`config.mk`:
```
export PLATFORM = sky130hd
export DESIGN_NAME = bitmap_slot_allocator
export DESIGN_NICKNAME = d
export VERILOG_FILES = /design/src/bsa_pkg.sv /design/src/bsa_ctrl.sv /design/src/bsa_datapath.sv /design/src/bitmap_slot_allocator.sv
export SDC_FILE = /design/constraint.sdc
export NUM_CORES = 1
export LEC_CHECK = 0
export BUFFER_PORTS_ARGS = -buffer_cell sky130_fd_sc_hd__buf_2
export CAP_MARGIN = 20
export CORE_UTILIZATION = 31
export DETAILED_ROUTE_END_ITERATION = 10
export PLACE_DENSITY_LB_ADDON = 0.25
export SLEW_MARGIN = 25
export SYNTH_ARGS = -nofsm -noshare
export SYNTH_HDL_FRONTEND = slang
export SYNTH_SLANG_ARGS = --single-unit
```
`constraint.sdc`:
```
create_clock -name clk -period 13.02 [get_ports clk]
set_clock_uncertainty 0.1 [all_clocks]
set_input_delay 0.651 -clock clk [delete_from_list [all_inputs] [get_ports clk]]
set_output_delay 0.651 -clock clk [all_outputs]
set_load 0.01 [all_outputs]
```
`src/bsa_pkg.sv`:
```
// shared types and constants for the bitmap slot allocator
package bsa_pkg;

	localparam int SLOTS    = 64;
	localparam int SLOT_W   = 6;
	localparam int CNT_W    = 7;
	localparam int ADDR_W   = 64;
	localparam int STRIDE_W = 13;
	localparam int OFS_W    = SLOT_W + STRIDE_W;
	localparam int IN_W     = 8;
	localparam int OUT_W    = 2 + SLOT_W + 2 * ADDR_W;

	typedef enum logic [1:0] {
		OP_ALLOC = 2'd0,
		OP_FREE  = 2'd1,
		OP_XLATE = 2'd2,
		OP_NONE  = 2'd3
	} op_t;

	typedef enum logic [1:0] {
		STAT_OK    = 2'd0,
		STAT_FULL  = 2'd1,
		STAT_RANGE = 2'd2
	} stat_t;

	typedef enum logic [1:0] {
		CFG_SLOT_COUNT = 2'd0,
		CFG_CPU_BASE   = 2'd1,
		CFG_GPU_BASE   = 2'd2,
		CFG_STRIDE     = 2'd3
	} cfg_idx_t;

	typedef enum logic [1:0] {
		ST_IDLE,
		ST_EXEC,
		ST_LOAD
	} bsa_state_t;

	typedef struct packed {
		logic capture;
		logic exec;
		logic load;
	} bsa_cmd_t;

	typedef struct packed {
		logic out_free;
	} bsa_sts_t;

endpackage

```
`src/bsa_ctrl.sv`:
```
// controller state machine: accept, search/update, result load
module bsa_ctrl
	import bsa_pkg::*;
(
	input  logic     clk,
	input  logic     arst_n,
	input  logic     in_valid,
	output logic     in_ready,
	input  bsa_sts_t sts,
	output bsa_cmd_t cmd
);

	bsa_state_t state_q, state_d;

	always_ff @(posedge clk or negedge arst_n) begin
		if (!arst_n) begin
			state_q <= ST_IDLE;
		end else begin
			state_q <= state_d;
		end
	end

	always_comb begin
		state_d  = state_q;
		in_ready = 1'b0;
		cmd      = '0;
		case (state_q)
			ST_IDLE: begin
				in_ready = 1'b1;
				if (in_valid) begin
					cmd.capture = 1'b1;
					state_d     = ST_EXEC;
				end
			end
			ST_EXEC: begin
				cmd.exec = 1'b1;
				state_d  = ST_LOAD;
			end
			ST_LOAD: begin
				if (sts.out_free) begin
					cmd.load = 1'b1;
					in_ready = 1'b1;
					if (in_valid) begin
						cmd.capture = 1'b1;
						state_d     = ST_EXEC;
					end else begin
						state_d = ST_IDLE;
					end
				end
			end
			default: begin
				state_d = ST_IDLE;
			end
		endcase
	end

endmodule

```
`src/bsa_datapath.sv`:
```
// datapath: config registers, used bitmap, first-free search, address math, output register
module bsa_datapath
	import bsa_pkg::*;
(
	input  logic               clk,
	input  logic               arst_n,
	input  logic               cfg_we,
	input  logic [1:0]         cfg_index,
	input  logic [ADDR_W-1:0]  cfg_data,
	input  logic [IN_W-1:0]    in_data,
	input  logic               out_ready,
	output logic               out_valid,
	output logic [OUT_W-1:0]   out_data,
	input  bsa_cmd_t           cmd,
	output bsa_sts_t           sts
);

	logic [CNT_W-1:0]    slot_count_q;
	logic [ADDR_W-1:0]   cpu_base_q;
	logic [ADDR_W-1:0]   gpu_base_q;
	logic [STRIDE_W-1:0] stride_q;
	logic [SLOTS-1:0]    used_q;

	op_t               op_q;
	logic [SLOT_W-1:0] idx_q;

	stat_t             stat_s1;
	logic [SLOT_W-1:0] slot_s1;
	logic              addr_en_s1;
	logic [OFS_W-1:0]  ofs_s1;

	logic              out_valid_q;
	logic [OUT_W-1:0]  out_data_q;

	logic [CNT_W-1:0]  active;
	logic [SLOTS-1:0]  free_vec;
	logic [SLOTS-1:0]  low_bit;
	logic [SLOT_W-1:0] first_free;
	logic              found;
	logic              idx_bad;
	stat_t             stat_d;
	logic [SLOT_W-1:0] slot_d;
	logic              addr_en_d;
	logic              set_en;
	logic              clr_en;
	logic [ADDR_W-1:0] cpu_addr;
	logic [ADDR_W-1:0] gpu_addr;

	// config writes
	always_ff @(posedge clk or negedge arst_n) begin
		if (!arst_n) begin
			slot_count_q <= CNT_W'(SLOTS);
			cpu_base_q   <= '0;
			gpu_base_q   <= '0;
			stride_q     <= STRIDE_W'(32);
		end else if (cfg_we) begin
			case (cfg_idx_t'(cfg_index))
				CFG_SLOT_COUNT: slot_count_q <= cfg_data[CNT_W-1:0];
				CFG_CPU_BASE:   cpu_base_q   <= cfg_data;
				CFG_GPU_BASE:   gpu_base_q   <= cfg_data;
				CFG_STRIDE:     stride_q     <= cfg_data[STRIDE_W-1:0];
				default: ;
			endcase
		end
	end

	// request capture
	always_ff @(posedge clk) begin
		if (cmd.capture) begin
			op_q  <= op_t'(in_data[1:0]);
			idx_q <= in_data[IN_W-1:2];
		end
	end

	assign active   = (slot_count_q > CNT_W'(SLOTS)) ? CNT_W'(SLOTS) : slot_count_q;
	assign idx_bad  = {1'b0, idx_q} >= active;

	always_comb begin
		for (int i = 0; i < SLOTS; i++) begin
			free_vec[i] = ~used_q[i] & (CNT_W'(i) < active);
		end
	end

	// isolate lowest free bit, then encode
	assign low_bit = free_vec & (~free_vec + SLOTS'(1));
	assign found   = |free_vec;

	always_comb begin
		first_free = '0;
		for (int i = 0; i < SLOTS; i++) begin
			first_free = first_free | (low_bit[i] ? SLOT_W'(i) : '0);
		end
	end

	always_comb begin
		stat_d    = STAT_OK;
		slot_d    = idx_q;
		addr_en_d = 1'b0;
		set_en    = 1'b0;
		clr_en    = 1'b0;
		case (op_q)
			OP_ALLOC: begin
				if (found) begin
					slot_d    = first_free;
					addr_en_d = 1'b1;
					set_en    = 1'b1;
				end else begin
					stat_d = STAT_FULL;
					slot_d = '0;
				end
			end
			OP_FREE: begin
				if (idx_bad) begin
					stat_d = STAT_RANGE;
				end else begin
					clr_en = 1'b1;
				end
			end
			OP_XLATE: begin
				if (idx_bad) begin
					stat_d = STAT_RANGE;
				end else begin
					addr_en_d = 1'b1;
				end
			end
			default: ;
		endcase
	end

	// bitmap
	always_ff @(posedge clk or negedge arst_n) begin
		if (!arst_n) begin
			used_q <= '0;
		end else if (cmd.exec) begin
			if (set_en) begin
				used_q[slot_d] <= 1'b1;
			end
			if (clr_en) begin
				used_q[slot_d] <= 1'b0;
			end
		end
	end

	// search/update result and slot offset
	always_ff @(posedge clk) begin
		if (cmd.exec) begin
			stat_s1    <= stat_d;
			slot_s1    <= slot_d;
			addr_en_s1 <= addr_en_d;
			ofs_s1     <= OFS_W'(slot_d) * OFS_W'(stride_q);
		end
	end

	assign cpu_addr = addr_en_s1 ? cpu_base_q + ADDR_W'(ofs_s1) : '0;
	assign gpu_addr = addr_en_s1 ? gpu_base_q + ADDR_W'(ofs_s1) : '0;

	// output beat register
	always_ff @(posedge clk or negedge arst_n) begin
		if (!arst_n) begin
			out_valid_q <= 1'b0;
		end else if (cmd.load) begin
			out_valid_q <= 1'b1;
		end else if (out_ready) begin
			out_valid_q <= 1'b0;
		end
	end

	always_ff @(posedge clk) begin
		if (cmd.load) begin
			out_data_q <= {gpu_addr, cpu_addr, slot_s1, stat_s1};
		end
	end

	assign sts.out_free = ~out_valid_q | out_ready;
	assign out_valid    = out_valid_q;
	assign out_data     = out_data_q;

endmodule

```
`src/bitmap_slot_allocator.sv`:
```
// top level: first-fit slot allocator over a used bitmap with address translation
// flow: a request beat is captured, then searched/updated into the result registers,
// then loaded into the output beat register once that register is free or being taken
// a request is taken only when idle or in the output load step, so one is in flight at a time
// reset: arst_n clears every used bit, sets slot_count 64, bases 0, stride 32
module bitmap_slot_allocator
	import bsa_pkg::*;
(
	input  logic               clk,
	input  logic               arst_n,
	input  logic               s_tvalid,
	output logic               s_tready,
	input  logic [IN_W-1:0]    s_tdata,   // opcode[1:0], slot_index[7:2]
	output logic               m_tvalid,
	input  logic               m_tready,
	output logic [OUT_W-1:0]   m_tdata,   // status[1:0], granted_slot[7:2],
	                                      // cpu_address[71:8], gpu_address[135:72]
	input  logic               cfg_we,
	input  logic [1:0]         cfg_index,
	input  logic [ADDR_W-1:0]  cfg_data
);

	bsa_cmd_t cmd;
	bsa_sts_t sts;

	bsa_ctrl u_ctrl (
		.clk      (clk),
		.arst_n   (arst_n),
		.in_valid (s_tvalid),
		.in_ready (s_tready),
		.sts      (sts),
		.cmd      (cmd)
	);

	bsa_datapath u_dp (
		.clk       (clk),
		.arst_n    (arst_n),
		.cfg_we    (cfg_we),
		.cfg_index (cfg_index),
		.cfg_data  (cfg_data),
		.in_data   (s_tdata),
		.out_ready (m_tready),
		.out_valid (m_tvalid),
		.out_data  (m_tdata),
		.cmd       (cmd),
		.sts       (sts)
	);

	a_one_at_a_time: assert property (@(posedge clk) disable iff (!arst_n)
		s_tvalid && s_tready |=> !s_tready && cmd.exec)
		else $error("request taken while previous one in search");

	a_load_only_when_free: assert property (@(posedge clk) disable iff (!arst_n)
		cmd.load |-> (!m_tvalid || m_tready))
		else $error("result beat overwritten before taken");

	a_no_addr_on_error: assert property (@(posedge clk) disable iff (!arst_n)
		m_tvalid && (m_tdata[1:0] != STAT_OK) |-> m_tdata[OUT_W-1:8] == '0)
		else $error("addresses present on error status");

	a_full_slot_zero: assert property (@(posedge clk) disable iff (!arst_n)
		m_tvalid && (m_tdata[1:0] == STAT_FULL) |-> m_tdata[7:2] == '0)
		else $error("pool full beat carries nonzero slot");

endmodule
```
==> out/qor.txt <==
Initial Utilization = 31.49%
Sequential element share of the synthesized area = 44.85%
Share of post-route cells with drive strength above 1 = 22.63%
Post-Synthesis Cells = 2240
Dpl ws = 3065 ps
Kind of critical path = reg2reg
Worst Setup End Kind = flip-flop
Antenna viol nets, final = 0
Final hold vios = 4
Largest net degree at the start of global routing = 114
Synth warnings = 0
Failing checks = hold timing
Avg Inst Size Synth = 10.50 um^2
ANT cells = 0
Setup WS post-layout = 3460 ps
Clk_lat worst skew = 600 ps
Final Core Density = 36.27%
Class of the worst hold path = in2async
Peak supply drop = 0.1001 mV
Net count after synthesis = 2441
#FFs+latches synth = 387
Max Cap Violations = 0
Final hold slack = -10.88 ps
Via count of the first global-routing pass = 18710
CP most frequent cell = a21oi_1
Fin crit share = 73.43%
Fmax = 104.6 MHz
Worst Path Arrival = 9790 ps
Final WL = 80950 um
Area Overhead vs Synth = 15.20%
Slew headroom = 31.24%
P per Cell Area = 163.6 nW/um^2
CP max-delay cell = a21oi_1
Unrepaired setup endpoints after global routing = no
Adder-Cell Fraction of Synth Area = 7.990%
First-pass GRT wire length = 120800 um
Cell Rows = 100
Worst path required time = 13250 ps
RR Endpoint = u_dp.ofs_s1[18]$_DFFE_PN_
Min Tclk post-route = 9560 ps
WL/cell = 23.57 um
Register-to-Register Path Depth = 28
Lkg Pwr = 10.89 nW
Number of enable flip-flop cells after synthesis = 172
Postcts setup bufs = 0
GPL Wtd Cong = 0.8955
Cell variety after synth = 111
FF-to-FF setup slack = 3460 ps
Synth Area in Simple Gates = 18.62%
Tot Pwr = 0.004434 W
Startpoint type of the worst setup path = flip-flop
# setup viols final = 0
Fill cells = 7413
Initial antenna violation count = 6
Gr ovfl total = 0
Setup_tns = 0 ps
Via-per-instance ratio = 5.447
Die ar. = 76980 um^2
Mapped Area = 23520 um^2
CTS tree = built
Top_reg_cell synth = dfrtp_1
Port bufs = 216
Post-synth ARST share = 55.56%
CTS buffer count = 47
Vias = 18710
Final Max Tran Viols = 0
DP HPWL = 62310 um
CTS Sinks = 387
Final nets = 2629
Worst slew pin tran = 1029 ps
Total GRT Usage = 20.72%
Combinational family with the most area after synthesis = simple AND/OR/NAND/NOR gates
Compound-cell area share of the yosys netlist = 13.49%
Number of I/O pins = 217
Mux cell area share after synthesis = 7.123%
Die Height = 277.4 um
Status = finished with violations
Max FO, Critical Path = 51
H-tree levels = 2
Root buf cell = clkbuf_16
Post-cts resize count = 0
DR iter-0 viols = 1382
Clk buf depth = 3
Core ar. = 74700 um^2
R2R Path Start = u_dp.slot_count_q[6]$_DFFE_PN1P_
Max incr delay on CP = 820 ps
Post-Synth XOR/XNOR Area = 3.649%
Clk slew on worst S/H paths = 60 ps
DRC violations left = 0
Chip width = 277.4 um
Pre-antenna DRT Iters = 6
Hold-fix buffers, CTS = 0
## critical path: cells and delay by family (launching register included)
kind	cells	cell delay (ps)
AOI/OAI and AO/OA	12	3190
and+or+nand+nor	7	2300
adders and majority gates	4	1860
buffers and inverters	4	1150
DFF	1	510
xor gates and xnor gates	1	80
## layer usage
metal	track usage, %	wire, um	vias to the layer above
met5	0	33	-
met4	6.197	2440	6
met3	3.276	5081	125
met2	34.93	39140	615
met1	27.23	34260	9381
li1	-	-	8582
## flip-flops by register name, indices dropped and copies added (netlist names), 6 cells and up
register	count
u_dp.stride_q	13
u_dp.out_data	136
u_dp.slot_s1	6
u_dp.used_q	64
u_dp.idx_q	6
u_dp.cpu_base_q	64
u_dp.ofs_s1	19
u_dp.gpu_base_q	64
u_dp.slot_count_q	7
## placed cells by master (no fill, tap or decap), types with 11 or more instances in the layout
cell / n
nor3b_1: 15
and4_1: 11
inv_1: 125
nand4_1: 38
o21ai_0: 70
nand3_1: 66
a21o_1: 29
a21oi_1: 202
dfrtp_1: 210
or3_1: 35
nor2_1: 150
buf_2: 215
edfxtp_1: 172
xor2_1: 29
clkbuf_1: 11
buf_4: 23
mux2_2: 147
nor2b_1: 21
fa_1: 47
nand2b_1: 23
and3_1: 28
clkbuf_16: 47
xnor2_1: 69
nor4_1: 29
ha_1: 75
a31oi_1: 41
or2_2: 11
o21bai_1: 11
nand2_1: 117
a211oi_1: 26
or4_1: 11
nor3_1: 46
and2_1: 81
## per-stage QoR
step	instance area (um^2)	cells	hold slack, ps
after floorplan	23520	2240	255.4
after global placement	25510	3347	342.7
after detailed placement	25510	3347	342.2
after CTS	27040	3434	64.57
after global routing	27090	3435	64.32
final	27090	3435	-10.88
## final cells by class
type / instances / area [um^2] / share of cell area, %
tap: 969 / 1212 / 4.475
clock inverter: 23 / 226.5 / 0.8358
inverter: 128 / 488.0 / 1.801
clock buffer: 64 / 1300 / 4.798
timing repair buffer: 241 / 1295 / 4.779
multi-input combinational: 1623 / 12020 / 44.37
sequential: 387 / 10550 / 38.94
## power by group
part	total, W	internal (W)	switching [W]
combinational	0.00146	0.000560	0.000898
sequential	0.00167	0.00151	0.000166
clock	0.00130	0.000763	0.000539
total	0.00443	0.00283	0.00160
## cell families (layout without fill, tap and decap cells)
logic type	Yosys count	in the layout
compound gates	490	490
simple gates	764	764
mux	149	149
fa+ha+maj	122	122
flops	387	387
xor+xnor	98	98
buf+inv	230	456
## worst max path at each step
| stage | startpoint | end | slack (ps) | cells after the start |
|---|---|---|---|---|
| after global routing | u_dp.slot_count_q[6]$_DFFE_PN1P_ | u_dp.ofs_s1[18]$_DFFE_PN_ | 2800 | 28 |
| after global placement | u_dp.slot_count_q[4]$_DFFE_PN0P_ | u_dp.ofs_s1[18]$_DFFE_PN_ | 3200 | 26 |
| after detailed placement | u_dp.slot_count_q[4]$_DFFE_PN0P_ | u_dp.ofs_s1[18]$_DFFE_PN_ | 3060 | 26 |
| final | u_dp.slot_count_q[6]$_DFFE_PN1P_ | u_dp.ofs_s1[18]$_DFFE_PN_ | 3460 | 28 |
| after CTS | u_dp.slot_count_q[4]$_DFFE_PN0P_ | u_dp.ofs_s1[18]$_DFFE_PN_ | 2970 | 26 |
| after floorplan | u_dp.slot_count_q[3]$_DFFE_PN0P_ | u_dp.ofs_s1[18]$_DFFE_PN_ | 5490 | 30 |
## Yosys cell counts, drive strengths merged, types with 4 or more instances
| cell type | count | area, um^2 |
|---|---|---|
| a2111oi | 7 | 75.07 |
| a211o | 9 | 78.83 |
| a211oi | 32 | 280.3 |
| a21o | 29 | 217.7 |
| a21oi | 206 | 1046 |
| a31oi | 41 | 256.5 |
| a32oi | 4 | 42.55 |
| and2 | 81 | 506.7 |
| and3 | 28 | 175.2 |
| and4 | 11 | 96.34 |
| buf | 48 | 320.3 |
| clkbuf | 54 | 202.7 |
| dfrtp | 213 | 5330 |
| edfxtp | 172 | 5165 |
| fa | 47 | 940.9 |
| ha | 75 | 938.4 |
| inv | 127 | 476.7 |
| mux2 | 147 | 1655 |
| nand2 | 118 | 445.4 |
| nand2b | 23 | 143.9 |
| nand3 | 67 | 340.3 |
| nand3b | 7 | 52.55 |
| nand4 | 41 | 284.0 |
| nand4b | 8 | 76.32 |
| nor2 | 160 | 618.1 |
| nor2b | 21 | 131.4 |
| nor3 | 60 | 385.4 |
| nor3b | 15 | 112.6 |
| nor4 | 34 | 252.7 |
| nor4b | 13 | 171.4 |
| o211ai | 12 | 100.1 |
| o21a | 7 | 52.55 |
| o21ai | 76 | 391.6 |
| o21bai | 12 | 93.84 |
| o22ai | 8 | 56.30 |
| o31ai | 4 | 30.03 |
| o41ai | 8 | 96.35 |
| or2 | 12 | 75.08 |
| or3 | 35 | 219.0 |
| or3b | 4 | 35.03 |
| or4 | 13 | 105.1 |
| or4b | 4 | 43.79 |
| xnor2 | 69 | 604.3 |
| xor2 | 29 | 254.0 |
Note: power is estimated with default switching activity, not from simulation.
